### src/rtl/core/plba_blk_mem.sv
// plba_blk_mem: per-block table (owner layer, queue link, free flag)
// one write port, one registered read port; entries are written before read
`default_nettype none

module plba_blk_mem #(
  parameter int DEPTH = 256,
  parameter int AW    = 8,
  parameter int LW    = 6
) (
  input  wire logic          clk,
  input  wire logic          rd_en,
  input  wire logic [AW-1:0] rd_addr,
  output logic      [LW-1:0] rd_owner,
  output logic      [AW-1:0] rd_next,
  output logic               rd_free,
  input  wire logic          wr_en,
  input  wire logic [AW-1:0] wr_addr,
  input  wire logic [LW-1:0] wr_owner,
  input  wire logic [AW-1:0] wr_next,
  input  wire logic          wr_free
);

  localparam int EW = LW + AW + 1;

  logic [EW-1:0] mem [DEPTH];
  logic [EW-1:0] rd_data_r;

  always_ff @(posedge clk) begin
    if (wr_en) begin
      mem[wr_addr] <= {wr_owner, wr_next, wr_free};
    end
    if (rd_en) begin
      rd_data_r <= mem[rd_addr];
    end
  end

  assign rd_owner = rd_data_r[EW-1 -: LW];
  assign rd_next  = rd_data_r[AW:1];
  assign rd_free  = rd_data_r[0];

endmodule

`default_nettype wire

### config.mk
export PLATFORM = sky130hd
export DESIGN_NAME = plba_blk_mem
export DESIGN_NICKNAME = d
export VERILOG_FILES = /design/src/rtl/core/plba_blk_mem.sv
export SDC_FILE = /design/constraint.sdc
export NUM_CORES = 2
export LEC_CHECK = 0
export BUFFER_PORTS_ARGS = -buffer_cell sky130_fd_sc_hd__buf_2
export CORE_MARGIN = 2
export CORE_UTILIZATION = 35
export DETAILED_ROUTE_END_ITERATION = 10
export HOLD_SLACK_MARGIN = 0.15
export MAX_ROUTING_LAYER = met4
export PLACE_DENSITY = 0.5
export SLEW_MARGIN = 20
export SYNTH_ARGS = -nofsm -noshare
export SYNTH_HDL_FRONTEND = slang
export SYNTH_SLANG_ARGS = --single-unit
### constraint.sdc
create_clock -name clk -period 2.41 [get_ports clk]
set_clock_uncertainty 0.05 [all_clocks]
set_input_delay 0 -clock clk [delete_from_list [all_inputs] [get_ports clk]]
set_output_delay 0 -clock clk [all_outputs]
set_load 0.05 [all_outputs]
==> qor.txt <==
Layout cells sized above 1 - 0.352
Most frequent cells in the layout - 3855 x edfxtp_1, 963 x buf_4, 826 x mux4_2
Vias/cell - 5.43
# rows - 238
Final TNS setup - 0 ns
Die height - 654 um
Min-Delay Path Class - input port to flop
WP data required - 3.05 ns
Sw frac - 0.220
Flop-to-flop setup slack - 0.002 ns
Num CTS Buffers - 397
Peak supply drop - 0.606 mV
Grt total ovfl - 0
Routed WL - 443000 um
Num ports - 49
Worst-path clk slew - 0.06 ns
Post-synth EDFFs - 3855
Synth Instances - 6708
First-pass GRT wire length - 614000 um
Filler Cells Inserted - 36.3k
Htree depth - 5
Initial DRC count - 9011
Worst Reg-to-Reg Cells - 8
Final routed DRC violation total - 0
Crit Reg-Reg Startpoint - mem[192][9]$_DFFE_PP_
Commonest non-fill, non-tap cell in the layout - edfxtp_1
Kind of critical path - flop to flop
Fraction of registers with async set/reset - 0
Placer Congestion - 0.834
Psw - 31.9 mW
Hold Slack - 0.224 ns
YS warnings - 0
Final hold vios - 0
TritonCTS clock tree - yes
Placed cells - 13.2k
Fmax achieved - 415 MHz
CTS root buffer - clkbuf_16
Final net count - 8023
Clock buffer depth - 4
CP max stage cell - mux4_2
Worst Setup Start Kind - flop
Max-cap violations - 0
CP Capture Type - flop
Latest clock arrival within the worst-skew pair - 0.99 ns
Top-area cell type share of the netlist area - 0.783
Final Non-Filler Cells - 14.0k
Cell variety after synth - 57
Total vias in the final route - 76.0k
PwrDens - 809 nW/um2
Slew headroom - 0.270
Total clock sinks - 3855
Synth Register Bits - 3855
Total Die Area - 427000 um2
CP Launch Point - mem[192][9]$_DFFE_PP_
Comb pwr share - 0.062
P_int - 113 mW
Period Utilization, post-route - 0.999
DP Wirelength - 283000 um
Initial antenna violation count - 40
Number of port buffers - 48
Core Area - 420000 um2
Worst Setup EP - rd_data_r[9]$_DFFE_PP_
Initial Utilization - 0.352
Cell Area, Synth - 148000 um2
Status - completed
Drt first pass iters - 7
Footprint of the multi-input gates - 31000 um2
Largest net degree at the start of global routing - 103
Crit path max fanout - 1
Vias in the first global route - 76.4k
Max-slew violations - 0
Worst-Margin Slew - 1.09 ns
Synth-to-layout area growth - 21.5%
Hold path depth - 2
CP peak stage delay - 0.51 ns
GRT Util Overall - 0.210
Antenna viol nets, final - 0
Cells along the critical path - mux4_2, a22o_1, a221oi_2, buf_4, o32ai_4, nor3_4, buf_6, nor3b_2
Seq pwr share - 0.510
Worst flop-to-flop path endpoint - rd_data_r[9]$_DFFE_PP_
Avg Inst Size Synth - 22.0 um2
Sequential cell area - 116000 um2
RSZ-0062 raised after global routing - true
Die width - 654 um
Synth top area cells - edfxtp_1 78%, mux4_2 13%, mux2i_1 1.5%
Final setup viols - 0
Clock Power Share - 0.428
Sequential area share after synthesis - 0.783
Synth Net Count - 6742
Total Power - 145 mW
Post-CTS Setup Bufs - 0
Leak Pwr - 57.3 nW
Shortest period the worst path allows - 2.41 ns
CP arrival - 3.05 ns
Cell taking the most area after synthesis - edfxtp_1
Most used DFF post-synth - edfxtp_1
Wire length per cell - 31.6 um
worst max-delay path: cells and delay by family (launching register included):
kind	cells	cell delay [ns]
simple gates	2	0.36
flops	1	0.36
mux	1	0.51
buf+inv	2	0.34
compound gates	3	0.51
flip-flops by register name, indices dropped and copies added (netlist names):
| signal | cells |
|---|---|
| rd_data_r | 15 |
| mem | 3840 |
worst min-delay path by stage:
stage / from / to
finish: wr_owner[2] / mem[225][11]$_DFFE_PP_
global route: rd_en / rd_data_r[5]$_DFFE_PP_
CTS: rd_en / rd_data_r[5]$_DFFE_PP_
detailed placement: wr_owner[0] / mem[116][9]$_DFFE_PP_
global placement: wr_owner[0] / mem[117][9]$_DFFE_PP_
floorplan: wr_free / mem[0][0]$_DFFE_PP_
cell families after synthesis:
kind of cell / share of synthesized area
compound gates: 0.0360
buf+inv: 0.0171
flops: 0.783
mux: 0.146
simple gates: 0.0172
power groups by stage:
stage	sequential [mW]	combinational (mW)	clock, mW
after CTS	74.0	9.01	63.3
after floorplan	75.5	3.47	0
after detailed placement	75.5	8.55	0
after global placement	75.5	8.45	0
after global routing	74.0	9.38	65.8
final	74.1	8.99	62.2
routing by layer:
metal	vias to the layer above	share of wire	track usage
li1	31200	-	-
met1	41400	0.42	0.286
met2	2875	0.49	0.338
met3	538	0.066	0.0273
met4	0	0.023	0.0493
met5	-	0	-
cell type report:
type                            instances  share of cell area
Antenna cell                           28            0.000390
Multi-Input combinational cell       2442               0.172
Tap cell                             5640              0.0393
Inverter                                3           0.0000627
Timing Repair Buffer                 1290              0.0700
Sequential cell                      3855               0.645
Clock buffer                          454              0.0570
Clock inverter                        280              0.0160
metrics by stage:
stage | utilization | worst slack [ns] | area (um2)
global placement | 0.391 | -1.67 | 164000
finish | 0.427 | 0.00190 | 180000
floorplan | - | 0.238 | 148000
CTS | 0.426 | -0.0832 | 179000
global route | 0.427 | -0.0386 | 180000
detailed placement | 0.391 | -1.33 | 164000
Yosys cell counts (3+ instances only):
cell type / n
nand3_1: 32
buf_8: 17
nand3b_1: 5
or2_2: 5
o211ai_1: 6
nor3_1: 37
mux2i_1: 227
mux4_2: 826
a22o_1: 21
buf_4: 55
nor4_1: 26
nor2_1: 292
a221oi_1: 48
o21ai_1: 3
o32ai_1: 9
clkbuf_1: 170
o22ai_1: 100
buf_2: 84
nor3b_1: 10
and2_1: 3
buf_12: 9
and3b_1: 6
a21oi_1: 165
edfxtp_1: 3855
o31ai_1: 10
a22oi_1: 222
buf_1: 29
a211oi_1: 40
mux2_2: 66
o221ai_1: 77
nand4_1: 12
o21ai_0: 44
buf_6: 44
a31oi_1: 16
nand2_1: 67
nor2b_1: 33
nand2b_1: 9
and3_1: 5
what timing repair did:
action	in CTS	in global routing
gates resized for setup	166	69
pin swaps	46	55
endpoints found under the hold margin	7337	107
hold buffers	70	4
endpoints found under the setup margin	15	47
No activity file was read; power rests on OpenSTA's default activity.
