--- config.mk ---
export PLATFORM = sky130hd
export DESIGN_NAME = plba_lyr_mem
export DESIGN_NICKNAME = d
export VERILOG_FILES = /design/src/rtl/core/plba_lyr_mem.sv
export SDC_FILE = /design/constraint.sdc
export NUM_CORES = 1
export LEC_CHECK = 0
export BUFFER_PORTS_ARGS = -buffer_cell sky130_fd_sc_hd__buf_2
export CAP_MARGIN = 0
export CORE_ASPECT_RATIO = 0.7
export CORE_MARGIN = 2
export CORE_UTILIZATION = 50
export CTS_CLUSTER_SIZE = 14
export DETAILED_ROUTE_END_ITERATION = 8
export GPL_TIMING_DRIVEN = 0
export PLACE_DENSITY = 0.74
export SLEW_MARGIN = 10
export SYNTH_ARGS = -nofsm -noshare
export SYNTH_HDL_FRONTEND = slang
export SYNTH_SLANG_ARGS = --single-unit
--- constraint.sdc ---
create_clock -name clk -period 4.61 [get_ports clk]
set_clock_uncertainty 0.05 [all_clocks]
set_input_delay 0.6915 -clock clk [delete_from_list [all_inputs] [get_ports clk]]
set_output_delay 0.6915 -clock clk [all_outputs]
set_load 0.02 [all_outputs]
--- src/rtl/core/plba_lyr_mem.sv ---
// plba_lyr_mem: per-layer queue table (head, tail, nonempty, owned count)
// one write port, one registered read port; per-layer valid flops stand for reset
`default_nettype none

module plba_lyr_mem #(
  parameter int DEPTH = 64,
  parameter int AW    = 6,
  parameter int BW    = 8,
  parameter int CW    = 9
) (
  input  wire logic          clk,
  input  wire logic          rst_n,
  input  wire logic          rd_en,
  input  wire logic [AW-1:0] rd_addr,
  output logic      [BW-1:0] rd_head,
  output logic      [BW-1:0] rd_tail,
  output logic               rd_nonempty,
  output logic      [CW-1:0] rd_count,
  input  wire logic          wr_en,
  input  wire logic [AW-1:0] wr_addr,
  input  wire logic [BW-1:0] wr_head,
  input  wire logic [BW-1:0] wr_tail,
  input  wire logic          wr_nonempty,
  input  wire logic [CW-1:0] wr_count
);

  localparam int EW = 2 * BW + 1 + CW;

  logic [EW-1:0]    mem [DEPTH];
  logic [EW-1:0]    rd_data_r;
  logic [DEPTH-1:0] vld_r;
  logic             rd_vld_r;
  logic             rd_in_range;

  assign rd_in_range = 32'(rd_addr) < DEPTH;

  always_ff @(posedge clk) begin
    if (wr_en) begin
      mem[wr_addr] <= {wr_head, wr_tail, wr_nonempty, wr_count};
    end
    if (rd_en) begin
      rd_data_r <= mem[rd_addr];
    end
  end

  // an entry never written reads as empty with zero count
  always_ff @(posedge clk) begin
    if (!rst_n) begin
      vld_r    <= '0;
      rd_vld_r <= 1'b0;
    end else begin
      if (wr_en) begin
        vld_r[wr_addr] <= 1'b1;
      end
      if (rd_en) begin
        rd_vld_r <= rd_in_range && vld_r[rd_addr];
      end
    end
  end

  assign rd_head     = rd_data_r[EW-1 -: BW];
  assign rd_tail     = rd_data_r[EW-BW-1 -: BW];
  assign rd_nonempty = rd_vld_r && rd_data_r[CW];
  assign rd_count    = rd_vld_r ? rd_data_r[CW-1:0] : '0;

endmodule

`default_nettype wire

==> results of run 1 <==
## routing by layer
| metal | part of all wire | GRT usage |
|---|---|---|
| met3 | 0.14 | 0.07030 |
| met5 | 0.00029 | 0 |
| met2 | 0.46 | 0.3866 |
| met4 | 0.035 | 0.08866 |
| met1 | 0.36 | 0.3719 |
## critical path: cells and delay by family
kind	cells	cell delay, ps
muxes	3	1300
AOI/OAI and AO/OA	1	130
buffers and inverters	3	2350
and+or+nand+nor	1	200
## flip-flops by register name (all words and copies together) (netlist names)
name	cells
vld_r	64
mem	1664
rd_vld_r	1
rd_data_r	26
## layout make-up
class	instances	area, µm²	share of cell area
Timing Repair Buffer	135	1896	0.02488
Buffer	163	780.7	0.01025
Tap cell	1767	2211	0.02902
Clock buffer	215	4283	0.05621
Multi-Input combinational cell	821	14400	0.1890
Antenna cell	8	20.02	0.0002627
Sequential cell	1755	52050	0.6831
Clock inverter	66	548.0	0.007193
## synth_stat cells (3+ instances only)
| master | number |
|---|---|
| and2_1 | 11 |
| buf_1 | 17 |
| buf_2 | 47 |
| buf_4 | 27 |
| clkbuf_1 | 71 |
| dfxtp_1 | 65 |
| edfxtp_1 | 1690 |
| mux2_2 | 24 |
| mux2i_1 | 24 |
| mux4_2 | 538 |
| nand2_1 | 26 |
| nand2b_1 | 5 |
| nand3_1 | 9 |
| nand3b_1 | 3 |
| nand4_1 | 4 |
| nor2_1 | 64 |
| nor2b_1 | 7 |
| nor3_1 | 5 |
| o21a_1 | 64 |
| o21ai_0 | 3 |
| o21ai_1 | 20 |
## report_power, final
part           switching [µW]  internal [µW]
registers                37.6          17600
clock network            5700           6860
logic                    1110            665
## metrics by stage
step	instance area (µm²)	hold WS, ps	setup WS, ps
finish	76190	256.2	398.8
detailed placement	71280	402.7	-325.4
global route	76190	251.1	499.0
floorplan	66760	385.2	1093
CTS	76120	217.6	492.8
global placement	69280	391.0	-1730
## cells by family (layout without fill, tap and decap cells)
family,after synthesis,count (layout),share of synthesized area
and+or+nand+nor,138,138,0.009408
other,0,8,0
buffers and inverters,163,579,0.01168
DFF,1755,1755,0.7796
AOI/OAI and AO/OA,97,97,0.01016
muxes,586,586,0.1891
## worst min-delay path by stage
stage,cells after the start,endpoint,slack (ps)
after floorplan,1,vld_r[37],390
after global placement,1,vld_r[27],390
after detailed placement,1,vld_r[54],400
after CTS,3,rd_vld_r,220
after global routing,3,rd_vld_r,250
final,3,rd_vld_r,260
==> impl_metrics.py, run 1 <==
metrics = {
    "outcome": {
        "status": "finished, final reports clean",
    },
    "route": {
        "ant_nets": 0,
        "num_vias": 32774,
        "wire_per_inst_um": 35.31,
        "drt_iter0_drc": 5883,
        "vias_per_cell": 6.648,
        "drt_pre_antenna_iters": 6,
        "totalWireLength_mm": 174.1,
        "drcViolationCount": 0,
    },
    "global_route": {
        "grtUsageTotal": 0.2584,
        "first_global_vias": 32521,
        "grt_max_degree": 65,
        "grt_pass1_wl_mm": 244.0,
        "grt_antenna_before_repair": 20,
        "grt-ovfl-total": 0,
    },
    "sta": {
        "tightest_slew_ps": 1325,
        "setup_viol": 0,
        "final_hold_viol_count": 0,
        "min_period_ps": 4211,
        "drv_slew": 0,
        "fin_crit_sh": 0.9135,
        "tns_ps": 0,
        "max_freq_mhz": 237.5,
        "slew_headroom": 0.1167,
        "rsz0062_at_grt": "no",
    },
    "synthesis": {
        "synth_ff_type": "edfxtp_1",
        "syn-cell-area_um2": 66760,
        "synth_top_cells_by_area": "edfxtp_1 76%, mux4_2 18%, dfxtp_1 1.9%",
        "yosysSeqAreaShare": 0.7796,
        "yosys_warnings": 0,
        "synth_top_area_frac": 0.7601,
        "ys_seq_elements": 1755,
        "synth_nets": 2781,
        "synth_edf_count": 1690,
        "yosysUniqueCellTypes": 32,
        "avgSynthCellArea_um2": 24.37,
        "synthCells": 2739,
        "post-synth-top-area-cell": "edfxtp_1",
        "async_reset_ff_frac": 0,
    },
    "die": {
        "core-area_um2": 132800,
        "die-width_um": 440.8,
        "dieArea_um2": 136500,
        "initial_core_util": 0.5026,
        "ios": 68,
        "row_count": 112,
        "fp.dieH_um": 309.7,
    },
    "clock_tree": {
        "cts_root_buf": "clkbuf_16",
        "clock_latency_ps": 800,
        "cts_buffers": 157,
        "clk_pin_slew_ps": 70,
        "cts_tree": "yes",
        "cts_resized": 0,
        "post_cts_buffers": 0,
        "cts_buffer_depth": 3,
        "cts_hold_buf": 0,
        "cts.sinks": 1755,
        "cts-htree-levels": 4,
    },
    "placed_design": {
        "dp.cells": 4640,
        "numPortBuffers": 61,
        "hpwl_mm": 110.2,
        "gp_congestion": 0.8772,
    },
    "finish": {
        "fillers": 9049,
        "drive_above_1_share": 0.3281,
        "fin_util": 0.5735,
        "final_common_cell": "edfxtp_1",
        "fin_nets": 3075,
        "fin_cells": 4930,
        "area_delta_synth_final_pct": 14.12,
        "final_cell_mix": "1690 x edfxtp_1, 538 x mux4_2, 160 x clkbuf_16",
    },
    "power_and_ir_drop": {
        "p_leak_uw": 0.02355,
        "p_per_area_nw_per_um2": 419.8,
        "power_uw": 31990,
        "ir_drop_mv": 0.3658,
    },
    "worst_setup_path": {
        "cp-endpoint": "rd_data_r[11]",
        "critPathMaxStageDelay_ps": 930,
        "crit_path_cell_trace": "clkbuf_1 -> clkbuf_1 -> clkbuf_1 -> mux4_2 -> mux4_2 -> mux2_2 -> nand2_1 -> o21ai_1",
        "rr_worst_depth": 5,
        "cp.required_ps": 5080,
        "timing.reg2reg.setup_slack_ps": 2180,
        "start_kind": "input port",
        "reg2reg_from": "mem[51][11]",
        "path_max_fanout": 10,
        "end_kind": "flip-flop",
        "crit_arrival_ps": 4680,
        "startpoint": "rd_addr[1]",
        "critPathSlowestCell": "clkbuf_1",
        "crit_top_cell": "clkbuf_1",
        "setup.worst_path.class": "in -> reg",
        "r2r_end": "rd_data_r[11]",
    },
    "min_path": {
        "min_from": "rst_n",
        "min_path_type": "in -> reg",
    },
    "run": {
        "max_cap_viol_count": 0,
    },
}
(Power assumes the default switching activity.)
==> run 2: changes to the inputs <==
--- a/config.mk
+++ b/config.mk
@@ -5,7 +5,7 @@
 export SDC_FILE = /design/constraint.sdc
 export NUM_CORES = 1
 export LEC_CHECK = 0
-export BUFFER_PORTS_ARGS = -buffer_cell sky130_fd_sc_hd__buf_2
+export BUFFER_PORTS_ARGS = -buffer_cell sky130_fd_sc_hd__buf_4
 export CAP_MARGIN = 0
 export CORE_ASPECT_RATIO = 0.7
 export CORE_MARGIN = 2
==> run 2 against run 1 <==
  * Maximum frequency increased by 0.71%
  * Utilization barely moved
  * Sequential share of layout area barely moved
  * First-iteration DRC count is 5.0% lower
  * Highest routed layer unchanged
  * Largest cell class unchanged
==> impl_metrics.py, run 2 (synthesized netlist as in run 1, its figures left out) <==
metrics = {
    "outcome": {
        "status": "finished, final reports clean",
    },
    "worst_setup_path": {
        "path_max_fanout": 10,
        "startpoint": "rd_addr[1]",
        "critPathMaxStageDelay_ps": 940,
        "crit_arrival_ps": 4650,
        "setup.worst_path.class": "in -> reg",
        "crit_path_cell_trace": "clkbuf_1 -> clkbuf_1 -> clkbuf_1 -> mux4_2 -> mux4_2 -> mux2_2 -> nand2_1 -> o21ai_1",
        "end_kind": "flip-flop",
        "crit_top_cell": "clkbuf_1",
        "cp.required_ps": 5080,
        "start_kind": "input port",
        "reg2reg_from": "mem[63][23]",
        "critPathSlowestCell": "clkbuf_1",
    },
    "sta": {
        "tightest_slew_ps": 1256,
        "max_freq_mhz": 239.2,
        "setup_ws_ps": 428.6,
        "rsz0062_at_grt": "no",
        "fin_crit_sh": 0.9070,
        "min_period_ps": 4181,
        "final_hold_viol_count": 0,
        "tns_ps": 0,
        "drv_slew": 0,
        "setup_viol": 0,
        "slew_headroom": 0.1629,
        "holdWs_ps": 225.5,
    },
    "min_path": {
        "min_path_type": "in -> reg",
        "min_from": "rst_n",
    },
    "run": {
        "max_cap_viol_count": 0,
    },
    "power_and_ir_drop": {
        "ir_drop_mv": 0.3714,
        "p_leak_uw": 0.02351,
        "power_uw": 31840,
        "p_per_area_nw_per_um2": 418.1,
    },
    "clock_tree": {
        "cts_root_buf": "clkbuf_16",
        "cts_tree": "yes",
        "cts-htree-levels": 4,
        "cts_resized": 0,
        "cts.sinks": 1755,
        "clk_pin_slew_ps": 70,
        "clock_latency_ps": 800,
        "cts_buffers": 156,
        "cts_buffer_depth": 3,
        "cts_hold_buf": 0,
        "post_cts_buffers": 0,
    },
    "global_route": {
        "grtUsageTotal": 0.2548,
        "grt-ovfl-total": 0,
        "grt_pass1_wl_mm": 241.2,
        "grt_max_degree": 65,
        "grt_antenna_before_repair": 18,
        "first_global_vias": 32397,
    },
    "route": {
        "vias_per_cell": 6.557,
        "ant_nets": 0,
        "wire_per_inst_um": 34.77,
        "drt_iter0_drc": 5588,
        "totalWireLength_mm": 171.1,
        "drt_pre_antenna_iters": 6,
        "drcViolationCount": 0,
        "num_vias": 32273,
    },
    "finish": {
        "largest_register_ffs": 1664,
        "area_delta_synth_final_pct": 14.08,
        "fin_cells": 4922,
        "largest_register": "mem",
        "drive_above_1_share": 0.3278,
        "fillers": 9062,
        "final_common_cell": "edfxtp_1",
        "multi_input_area_um2": 14400,
        "regArea_um2": 52050,
        "fin_nets": 3073,
        "final_cell_mix": "1690 x edfxtp_1, 538 x mux4_2, 159 x clkbuf_16",
        "top_regs": "mem x1664, vld_r x64, rd_data_r x26",
    },
    "die": {
        "core-area_um2": 132800,
        "dieArea_um2": 136500,
        "fp.dieH_um": 309.7,
        "ios": 68,
        "row_count": 112,
        "initial_core_util": 0.5026,
        "die-width_um": 440.8,
    },
    "placed_design": {
        "dp.cells": 4640,
        "hpwl_mm": 109.3,
        "gp_congestion": 0.8877,
        "numPortBuffers": 61,
        "dp_slack_ps": -279.6,
    },
}
-- run 2: cell types whose count changed in the layout (fill, tap and decap cells not counted), sizes merged --
cell    before  now
inv          8    5
diode        8   10
buf        226  225
clkinv      51   43
clkbuf     287  289
-- run 2: report_power, final --
part           total, µW  internal, µW  switching, µW
registers          17600         17600           36.0
logic               1790           677           1110
clock network      12400          6750           5660
-- run 2: final timing paths --
kind / to / slack, ps / cells past startpoint
worst max-delay path: rd_data_r[11] / 430 / 8
worst min-delay path: rd_vld_r / 230 / 3
worst max register to register: rd_data_r[23] / 2140 / 3
worst min register to register: vld_r[20] / 410 / 1
-- run 2: stage by stage --
| step | utilization | area, µm² |
|---|---|---|
| 2_1_floorplan | - | 66760 |
| 4_1_cts | 0.5731 | 76140 |
| 6_report | 0.5733 | 76160 |
| 5_1_grt | 0.5733 | 76160 |
| 3_3_place_gp | 0.5226 | 69430 |
| 3_5_place_dp | 0.5374 | 71390 |
-- run 2: worst max-delay path, delay by kind of cell --
kind | cells | cell delay [ps]
muxes | 3 | 1290
and+or+nand+nor | 1 | 190
buffers and inverters | 3 | 2310
AOI/OAI and AO/OA | 1 | 120
-- run 2: cell type report --
type,instances,share of cell area
tap,1767,0.02903
antenna,10,0.0003286
sequential,1755,0.6834
clock inverter,55,0.006932
buffer,163,0.01025
clock buffer,217,0.05536
timing repair buffer,134,0.02559
multi-input combinational,821,0.1891
-- run 2: metal layers --
layer  wire, µm  part of all wire  track usage
met5         47           0.00027            0
met1      63550              0.37       0.3681
met4       5171             0.030      0.08683
met2      78250              0.46       0.3772
met3      24120              0.14      0.07296
